### src/sv/aqi_pkg.sv
`timescale 1ns / 1ps
// Shared types, breakpoint tables and reciprocal constants for the AQI block.
// Depends on nothing; every other file in sv/ imports it.
package aqi_pkg;

    localparam int POLL_COUNT    = 6;
    localparam int SEGMENT_COUNT = 6;
    localparam int CONC_W        = 15;
    localparam int SEG_W         = 3;
    localparam int DIFF_W        = 13;   // widest segment span is 7990 tenths
    localparam int RECIP_W       = 29;
    localparam int RECIP_SHIFT   = 26;   // 2**26 exceeds span*span for every segment
    localparam int PROD_W        = DIFF_W + RECIP_W;
    localparam int QUOT_W        = 7;    // interpolated rise never exceeds 99
    localparam int AQI_W         = 9;
    localparam int CAT_W         = 3;

    typedef logic [CONC_W-1:0] conc_t;
    typedef logic [AQI_W-1:0]  aqi_t;
    typedef logic [CAT_W-1:0]  cat_t;
    typedef logic [SEG_W-1:0]  seg_t;

    typedef struct packed {
        logic adv_a;
        logic adv_b;
        logic adv_c;
    } lane_adv_t;

    typedef struct packed {
        logic adv_d;
        logic adv_e;
    } merge_adv_t;

    // Category levels and their upper AQI limits
    localparam cat_t CAT_GOOD         = 3'd0;
    localparam cat_t CAT_SATISFACTORY = 3'd1;
    localparam cat_t CAT_MODERATE     = 3'd2;
    localparam cat_t CAT_POOR         = 3'd3;
    localparam cat_t CAT_VERY_POOR    = 3'd4;
    localparam cat_t CAT_SEVERE       = 3'd5;

    localparam aqi_t LIM_GOOD         = 9'd50;
    localparam aqi_t LIM_SATISFACTORY = 9'd100;
    localparam aqi_t LIM_MODERATE     = 9'd200;
    localparam aqi_t LIM_POOR         = 9'd300;
    localparam aqi_t LIM_VERY_POOR    = 9'd400;

    localparam conc_t CONC_LOW [POLL_COUNT][SEGMENT_COUNT] = '{
        '{15'd0, 15'd310, 15'd610,  15'd910,  15'd1210, 15'd2510},
        '{15'd0, 15'd510, 15'd1010, 15'd2510, 15'd3510, 15'd4310},
        '{15'd0, 15'd410, 15'd810,  15'd1810, 15'd2810, 15'd4010},
        '{15'd0, 15'd410, 15'd810,  15'd3810, 15'd8010, 15'd16010},
        '{15'd0, 15'd11,  15'd21,   15'd101,  15'd171,  15'd341},
        '{15'd0, 15'd510, 15'd1010, 15'd1690, 15'd2090, 15'd7490}
    };

    localparam conc_t CONC_HIGH [POLL_COUNT][SEGMENT_COUNT] = '{
        '{15'd300, 15'd600,  15'd900,  15'd1200, 15'd2500,  15'd5000},
        '{15'd500, 15'd1000, 15'd2500, 15'd3500, 15'd4300,  15'd5000},
        '{15'd400, 15'd800,  15'd1800, 15'd2800, 15'd4000,  15'd10000},
        '{15'd400, 15'd800,  15'd3800, 15'd8000, 15'd16000, 15'd20000},
        '{15'd10,  15'd20,   15'd100,  15'd170,  15'd340,   15'd500},
        '{15'd500, 15'd1000, 15'd1680, 15'd2080, 15'd7480,  15'd10000}
    };

    localparam aqi_t INDEX_LOW [SEGMENT_COUNT] = '{
        9'd0, 9'd51, 9'd101, 9'd201, 9'd301, 9'd401
    };

    // ceil(rise * 2**RECIP_SHIFT / span): floor(diff * RECIP >> RECIP_SHIFT)
    // equals floor(rise * diff / span) for every diff within the span.
    localparam logic [63:0] SCALE = 64'd1 << RECIP_SHIFT;

    localparam logic [63:0] RECIP_TAB [POLL_COUNT][SEGMENT_COUNT] = '{
        '{(50*SCALE + 299) / 300,   (49*SCALE + 289) / 290,
          (99*SCALE + 289) / 290,   (99*SCALE + 289) / 290,
          (99*SCALE + 1289) / 1290, (99*SCALE + 2489) / 2490},
        '{(50*SCALE + 499) / 500,   (49*SCALE + 489) / 490,
          (99*SCALE + 1489) / 1490, (99*SCALE + 989) / 990,
          (99*SCALE + 789) / 790,   (99*SCALE + 689) / 690},
        '{(50*SCALE + 399) / 400,   (49*SCALE + 389) / 390,
          (99*SCALE + 989) / 990,   (99*SCALE + 989) / 990,
          (99*SCALE + 1189) / 1190, (99*SCALE + 5989) / 5990},
        '{(50*SCALE + 399) / 400,   (49*SCALE + 389) / 390,
          (99*SCALE + 2989) / 2990, (99*SCALE + 4189) / 4190,
          (99*SCALE + 7989) / 7990, (99*SCALE + 3989) / 3990},
        '{(50*SCALE + 9) / 10,      (49*SCALE + 8) / 9,
          (99*SCALE + 78) / 79,     (99*SCALE + 68) / 69,
          (99*SCALE + 168) / 169,   (99*SCALE + 158) / 159},
        '{(50*SCALE + 499) / 500,   (49*SCALE + 489) / 490,
          (99*SCALE + 669) / 670,   (99*SCALE + 389) / 390,
          (99*SCALE + 5389) / 5390, (99*SCALE + 2509) / 2510}
    };

endpackage

### src/sv/aqi_lane.sv
`timescale 1ns / 1ps
// One pollutant lane: segment search, reciprocal interpolation, sub-index.
// Depends on aqi_pkg; instantiated once per pollutant by the top level.
module aqi_lane #(
    parameter int POLL_IDX = 0
) (
    input  logic              clk,
    input  aqi_pkg::lane_adv_t adv,
    input  aqi_pkg::conc_t    conc,
    output aqi_pkg::aqi_t     sub_index,
    output logic              in_table
);
    import aqi_pkg::*;

    // stage A: segment select
    logic [SEGMENT_COUNT-1:0] hit;
    seg_t                     seg_a_next, seg_a_reg;
    logic                     gap_a_next, gap_a_reg;
    logic                     above_a_next, above_a_reg;
    logic [DIFF_W-1:0]        diff_a_next, diff_a_reg;
    conc_t                    lo_sel;
    conc_t                    diff_full;

    always_comb
    begin
        seg_a_next = '0;
        for (int s = SEGMENT_COUNT - 1; s >= 0; s--)
        begin
            hit[s] = (conc <= CONC_HIGH[POLL_IDX][s]);
            if (hit[s])
            begin
                seg_a_next = SEG_W'(s);
            end
        end
        above_a_next = ~|hit;
        lo_sel       = CONC_LOW[POLL_IDX][seg_a_next];
        gap_a_next   = (conc < lo_sel);
        diff_full    = conc - lo_sel;
        diff_a_next  = gap_a_next ? '0 : diff_full[DIFF_W-1:0];
    end

    always_ff @(posedge clk)
    begin
        if (adv.adv_a)
        begin
            seg_a_reg   <= seg_a_next;
            gap_a_reg   <= gap_a_next;
            above_a_reg <= above_a_next;
            diff_a_reg  <= diff_a_next;
        end
    end

    // stage B: multiply by reciprocal, keep the integer part
    logic [RECIP_W-1:0] recip;
    logic [PROD_W-1:0]  prod;
    logic [QUOT_W-1:0]  quot_b_next, quot_b_reg;
    seg_t               seg_b_reg;
    logic               above_b_reg;

    always_comb
    begin
        recip       = RECIP_TAB[POLL_IDX][seg_a_reg][RECIP_W-1:0];
        prod        = PROD_W'(diff_a_reg) * PROD_W'(recip);
        quot_b_next = gap_a_reg ? '0 : prod[RECIP_SHIFT +: QUOT_W];
    end

    always_ff @(posedge clk)
    begin
        if (adv.adv_b)
        begin
            quot_b_reg  <= quot_b_next;
            seg_b_reg   <= seg_a_reg;
            above_b_reg <= above_a_reg;
        end
    end

    // stage C: add segment base index
    aqi_t sub_c_next, sub_c_reg;
    logic ok_c_reg;

    assign sub_c_next = INDEX_LOW[seg_b_reg] + AQI_W'(quot_b_reg);

    always_ff @(posedge clk)
    begin
        if (adv.adv_c)
        begin
            sub_c_reg <= sub_c_next;
            ok_c_reg  <= ~above_b_reg;
        end
    end

    assign sub_index = sub_c_reg;
    assign in_table  = ok_c_reg;

endmodule

### src/sv/aqi_merge.sv
`timescale 1ns / 1ps
// Merge stage: maximum over the lanes, above-table mask, category, output register.
// Depends on aqi_pkg.
module aqi_merge (
    input  logic                                         clk,
    input  aqi_pkg::merge_adv_t                          adv,
    input  aqi_pkg::aqi_t [aqi_pkg::POLL_COUNT-1:0]      sub_index,
    input  logic [aqi_pkg::POLL_COUNT-1:0]               in_table,
    output aqi_pkg::aqi_t                                aqi_value,
    output aqi_pkg::cat_t                                category_level,
    output logic [aqi_pkg::POLL_COUNT-1:0]               above_table_mask,
    output logic                                         none_valid
);
    import aqi_pkg::*;

    // stage D: maximum of the in-table lanes
    aqi_t                  best_d_next, best_d_reg;
    logic [POLL_COUNT-1:0] mask_d_reg;

    always_comb
    begin
        best_d_next = '0;
        for (int i = 0; i < POLL_COUNT; i++)
        begin
            if (in_table[i] && (sub_index[i] > best_d_next))
            begin
                best_d_next = sub_index[i];
            end
        end
    end

    always_ff @(posedge clk)
    begin
        if (adv.adv_d)
        begin
            best_d_reg <= best_d_next;
            mask_d_reg <= ~in_table;
        end
    end

    // stage E: category and output register
    cat_t cat_e_next;
    aqi_t aqi_e_reg;
    cat_t cat_e_reg;
    logic [POLL_COUNT-1:0] mask_e_reg;
    logic none_e_reg;

    always_comb
    begin
        if (best_d_reg <= LIM_GOOD)
            cat_e_next = CAT_GOOD;
        else if (best_d_reg <= LIM_SATISFACTORY)
            cat_e_next = CAT_SATISFACTORY;
        else if (best_d_reg <= LIM_MODERATE)
            cat_e_next = CAT_MODERATE;
        else if (best_d_reg <= LIM_POOR)
            cat_e_next = CAT_POOR;
        else if (best_d_reg <= LIM_VERY_POOR)
            cat_e_next = CAT_VERY_POOR;
        else
            cat_e_next = CAT_SEVERE;
    end

    always_ff @(posedge clk)
    begin
        if (adv.adv_e)
        begin
            aqi_e_reg  <= best_d_reg;
            cat_e_reg  <= cat_e_next;
            mask_e_reg <= mask_d_reg;
            none_e_reg <= &mask_d_reg;
        end
    end

    assign aqi_value        = aqi_e_reg;
    assign category_level   = cat_e_reg;
    assign above_table_mask = mask_e_reg;
    assign none_valid       = none_e_reg;

endmodule

### src/sv/air_quality_index_calc.sv
`timescale 1ns / 1ps
// Top level of the national air quality index block: six pollutant lanes and a merge stage.
// Depends on aqi_pkg, aqi_lane and aqi_merge.
//
// Usage:
//   Input channel (in_valid/in_ready) carries one beat of six concentrations in
//   tenths of their unit. Output channel (out_valid/out_ready) returns one beat
//   per input beat: AQI, category level, above-table mask and an all-excluded flag.
//   The path from the accepting edge to out_valid runs through five register
//   stages (segment search, reciprocal multiply, base add, lane maximum,
//   category/output register), the first loaded at the accepting edge itself.
//   Throughput is one beat per cycle while out_ready holds high; the six lanes run
//   side by side and each pipeline stage holds its own beat.
//   Each stage advances when it is empty or the stage after it advances, so a
//   stalled receiver holds only the beats it must; bubbles collapse and in_ready
//   stays high unless all five stages are full and out_ready is low.
//   Reset clears the stage valid bits only; the pipeline comes out empty with
//   in_ready high. Data registers carry no reset.
module air_quality_index_calc (
    input  logic                 clk,
    input  logic                 rst_n,
    input  logic                 in_valid,
    output logic                 in_ready,
    input  aqi_pkg::conc_t       pm25_tenths,
    input  aqi_pkg::conc_t       pm10_tenths,
    input  aqi_pkg::conc_t       no2_tenths,
    input  aqi_pkg::conc_t       so2_tenths,
    input  aqi_pkg::conc_t       co_tenths,
    input  aqi_pkg::conc_t       o3_tenths,
    output logic                 out_valid,
    input  logic                 out_ready,
    output aqi_pkg::aqi_t        aqi_value,
    output aqi_pkg::cat_t        category_level,
    output logic [5:0]           above_table_mask,
    output logic                 none_valid
);
    import aqi_pkg::*;

    // Stage valid bits, one per pipeline stage
    logic vld_a_reg, vld_b_reg, vld_c_reg, vld_d_reg, vld_e_reg;
    logic vld_a_next, vld_b_next, vld_c_next, vld_d_next, vld_e_next;

    lane_adv_t  lane_adv;
    merge_adv_t merge_adv;

    // Advance from the output backward: a stage moves when empty or drained
    always_comb
    begin
        merge_adv.adv_e = ~vld_e_reg | out_ready;
        merge_adv.adv_d = ~vld_d_reg | merge_adv.adv_e;
        lane_adv.adv_c  = ~vld_c_reg | merge_adv.adv_d;
        lane_adv.adv_b  = ~vld_b_reg | lane_adv.adv_c;
        lane_adv.adv_a  = ~vld_a_reg | lane_adv.adv_b;

        vld_a_next = lane_adv.adv_a  ? in_valid  : vld_a_reg;
        vld_b_next = lane_adv.adv_b  ? vld_a_reg : vld_b_reg;
        vld_c_next = lane_adv.adv_c  ? vld_b_reg : vld_c_reg;
        vld_d_next = merge_adv.adv_d ? vld_c_reg : vld_d_reg;
        vld_e_next = merge_adv.adv_e ? vld_d_reg : vld_e_reg;
    end

    always_ff @(posedge clk or negedge rst_n)
    begin
        if (!rst_n)
        begin
            vld_a_reg <= 1'b0;
            vld_b_reg <= 1'b0;
            vld_c_reg <= 1'b0;
            vld_d_reg <= 1'b0;
            vld_e_reg <= 1'b0;
        end
        else
        begin
            vld_a_reg <= vld_a_next;
            vld_b_reg <= vld_b_next;
            vld_c_reg <= vld_c_next;
            vld_d_reg <= vld_d_next;
            vld_e_reg <= vld_e_next;
        end
    end

    assign in_ready  = lane_adv.adv_a;
    assign out_valid = vld_e_reg;

    // Lane order fixes the mask bit order: bit 0 is PM2.5
    conc_t [POLL_COUNT-1:0] conc;
    aqi_t  [POLL_COUNT-1:0] sub_index;
    logic  [POLL_COUNT-1:0] in_table;

    assign conc[0] = pm25_tenths;
    assign conc[1] = pm10_tenths;
    assign conc[2] = no2_tenths;
    assign conc[3] = so2_tenths;
    assign conc[4] = co_tenths;
    assign conc[5] = o3_tenths;

    for (genvar p = 0; p < POLL_COUNT; p++)
    begin : g_lane
        aqi_lane #(
            .POLL_IDX (p)
        ) u_lane (
            .clk       (clk),
            .adv       (lane_adv),
            .conc      (conc[p]),
            .sub_index (sub_index[p]),
            .in_table  (in_table[p])
        );
    end

    aqi_merge u_merge (
        .clk              (clk),
        .adv              (merge_adv),
        .sub_index        (sub_index),
        .in_table         (in_table),
        .aqi_value        (aqi_value),
        .category_level   (category_level),
        .above_table_mask (above_table_mask),
        .none_valid       (none_valid)
    );

`ifndef SYNTHESIS
    // An all-excluded beat reports AQI 0 in the good category
    a_none_zero: assert property (@(posedge clk) disable iff (!rst_n)
        out_valid && none_valid |-> (aqi_value == '0) && (category_level == CAT_GOOD))
        else $error("none_valid beat with nonzero AQI or category");

    // The flag and the mask come from the same lane outcome
    a_none_mask: assert property (@(posedge clk) disable iff (!rst_n)
        out_valid |-> (none_valid == (&above_table_mask)))
        else $error("none_valid disagrees with above_table_mask");

    // Category matches the AQI band at the low and high ends
    a_cat_band: assert property (@(posedge clk) disable iff (!rst_n)
        out_valid |-> ((aqi_value <= LIM_GOOD) == (category_level == CAT_GOOD)) &&
                      ((aqi_value > LIM_VERY_POOR) == (category_level == CAT_SEVERE)))
        else $error("category level out of step with AQI");

    // An accepted beat always lands in the first stage
    a_accept_fill: assert property (@(posedge clk) disable iff (!rst_n)
        in_valid && in_ready |=> vld_a_reg)
        else $error("accepted beat lost at stage A");

    // A held output beat stays put while the receiver stalls
    a_hold_out: assert property (@(posedge clk) disable iff (!rst_n)
        out_valid && !out_ready |=> out_valid && $stable(aqi_value) && $stable(none_valid))
        else $error("stalled output beat changed");
`endif

endmodule
### config.mk
export PLATFORM = sky130hd
export DESIGN_NAME = air_quality_index_calc
export DESIGN_NICKNAME = d
export VERILOG_FILES = /design/src/sv/aqi_pkg.sv /design/src/sv/aqi_lane.sv /design/src/sv/aqi_merge.sv /design/src/sv/air_quality_index_calc.sv
export SDC_FILE = /design/constraint.sdc
export NUM_CORES = 2
export LEC_CHECK = 0
export BUFFER_PORTS_ARGS = -buffer_cell sky130_fd_sc_hd__buf_2
export CAP_MARGIN = 25
export CORE_MARGIN = 3
export CORE_UTILIZATION = 45
export CTS_CLUSTER_DIAMETER = 120
export CTS_CLUSTER_SIZE = 14
export DETAILED_ROUTE_END_ITERATION = 7
export PLACE_DENSITY = 0.63
export RECOVER_POWER = 100
export SLEW_MARGIN = 10
export SYNTH_ARGS = -nofsm -noshare
export SYNTH_HDL_FRONTEND = slang
export SYNTH_SLANG_ARGS = --single-unit
### constraint.sdc
create_clock -name clk -period 27.1 [get_ports clk]
set_input_delay 6.775 -clock clk [delete_from_list [all_inputs] [get_ports clk]]
set_output_delay 6.775 -clock clk [all_outputs]
set_load 0.1 [all_outputs]
==> metrics <==
outcome finished with violations; failing checks capacitance limit, slew limit; die area 0.148 mm²; Std-Cell Rows between 100 and 150; fill count around 13000; initial antenna violation count 1; max FFs per register 78; CTS Buffer Depth 3; core area 0.142 mm²; Mapped Area 0.0643 mm²; ranking of synthesized cells by area fa_1 43%, edfxtp_1 13%, ha_1 12%; Critical Path AT 9.90 ns; layout cells sized above 1 2.86%; Final Critical Period 16.67 ns; length of the first detailed-routing pass in iterations 6; most frequent cells in the layout 1657 x inv_1, 1373 x fa_1, 637 x ha_1; Clock transition at path regs 0.07 ns; Sum Neg Setup Slack 0 ns; Final ANT Viol Nets 0; post-synth net total roughly 8700; sequential share of the synthesized area 12.7%; CTS sink cnt roughly 270; TritonCTS clock tree built; Netlist cell types 78; post-synth top area cell fa_1; Post-synth EDFFs 268; CP Capture Type output pin; via count between 40000 and 50000; crit path max-delay cell type nand2_1; WL final 158000 µm; GP Congestion between 0.9 and 1; post-CTS sizing 0; Crit Path Class in2out; Vias/cell approximately 5.2; hold_buf cts 0; FF+latch count, synth around 270; Final Hold Viols 0; CTS root buf clkbuf_16; P&R area growth vs syn 5.05%; num ports 115; die width about 380 µm; commonest non-fill, non-tap cell in the layout inv_1; Synth Area per Inst just under 10 µm²; Worst Clk Skew roughly 0.038 ns; final net count approximately 8700; CTS Buf Count 27; dominant synthesized flop cell edfxtp_1; DP Wirelength 135000 µm; crit-path max FO between 50 and 60; Post-CTS Setup Repair Bufs 0; DRC marker count from the first detailed-route iteration between 2000 and 3000; Rel. slew slack -158%; yosys warns 0; Yosys top cell area share between 40% and 50%; crit-path cells buf_2 -> nor2b_1 -> nand4_1 -> inv_1 -> nand2_1 -> clkbuf_1; largest net degree at the start of global routing a little under 70; CTS H-tree depth 1; period utilization around three fifths; max_cap viols 11; hold crit path type reg2reg; startpoint types input port; Slew Limit Fails 450; routed length per instance about 19 µm; total gr overflow 0; vias in the first global route 47700; worst path required time 20.32 ns; fmax 0.0600 GHz; register area a little over 0.008 mm²; clock latency on the worst-skew pair between 0.6 and 0.7 ns; residual DRC count 0; Worst-Margin Slew just under 4 ns; final setup violation count 0; crit-path max cell delay 1.84 ns; Initial Util between 40% and 50%; Synth Instances ~6600; total track usage between 20% and 30%; first-pass GRT wire length ~260000 µm; ant diodes 0; asr flop ratio synth 1.83%; RSZ-0062 raised after global routing false; IO Port Bufs around 110; Multi-input gate area a little under 0.05 mm²; Die H 384 µm
[layout make-up]
type                       count  area share, %
sequential                   273           12.1
multi-input combinational   4483           72.9
clock buffer                  37           1.06
inverter                    1658           9.21
timing repair buffer         146           1.06
tap                         1890           3.50
clock inverter                 8          0.161
[routing by layer]
| metal | wire (µm) | track usage (%) |
|---|---|---|
| met2 | 74200 | 36.5 |
| met5 | 0 | 0 |
| met1 | 67900 | 31.1 |
| met4 | 4360 | 5.23 |
| met3 | 11800 | 3.71 |
[final timing paths]
check | from | end | slack [ns] | cells after the start
max | out_ready | in_ready | 10.43 | 6
min | g_lane[4].u_lane.above_a_reg | g_lane[4].u_lane.above_b_reg | 0.42 | 0
max reg2reg | g_lane[0].u_lane.sub_index[6] | u_merge.best_d_reg[1] | 15.52 | 51
min reg2reg | g_lane[4].u_lane.above_a_reg | g_lane[4].u_lane.above_b_reg | 0.42 | 0
max in group asynchronous | rst_n | vld_c_reg | 20.84 | 1
min in group asynchronous | rst_n | vld_b_reg | 6.02 | 1
[Yosys cell counts, drive strengths merged (6+ instances only)]
cell	n
a21boi	12
a211oi	11
nand3	68
or2	33
xnor2	123
mux2i	11
o211ai	7
and3	48
nor2	358
and4	10
nand2	507
nand2b	90
nor2b	113
clkbuf	163
a211o	8
o21a	17
a2111oi	11
nor3b	6
mux2	16
ha	637
inv	1657
xor2	42
nand4	27
o21ai	132
or3	14
a31oi	18
edfxtp	268
fa	1373
o31ai	12
a21oi	160
o21bai	36
a41o	6
and2	334
nor3	68
a21o	113
[worst max-delay path, delay by kind of cell]
kind          cells  cell delay [ns]
buf+inv           3             1.08
simple gates      3             2.03
[cell families after synthesis]
kind of cell | after synthesis | synth area share (%)
xor gates and xnor gates | 165 | 2.25
and+or+nand+nor | 1692 | 12.9
muxes | 27 | 0.469
other | 2 | 0.0117
AOI/OAI and AO/OA | 587 | 5.89
buffers and inverters | 1826 | 10.7
adders and majority gates | 2010 | 55.1
DFF | 273 | 12.7
[through the flow]
stage / setup slack (ns) / utilization [%] / instance area, µm² / hold WS [ns] / std cells
CTS: 11.79 / 47.8 / 67700 / 0.419 / 8494
finish: 10.43 / 47.7 / 67600 / 0.419 / 8495
floorplan: 8.72 / - / 64300 / 0.400 / 6582
global route: 10.16 / 47.7 / 67600 / 0.434 / 8495
detailed placement: 11.79 / 47.2 / 66900 / 0.410 / 8449
global placement: 11.81 / 47.2 / 66900 / 0.428 / 8448
Power is not shown: default switching activity piles up to over one toggle a cycle in this logic, so the estimate is an artifact.
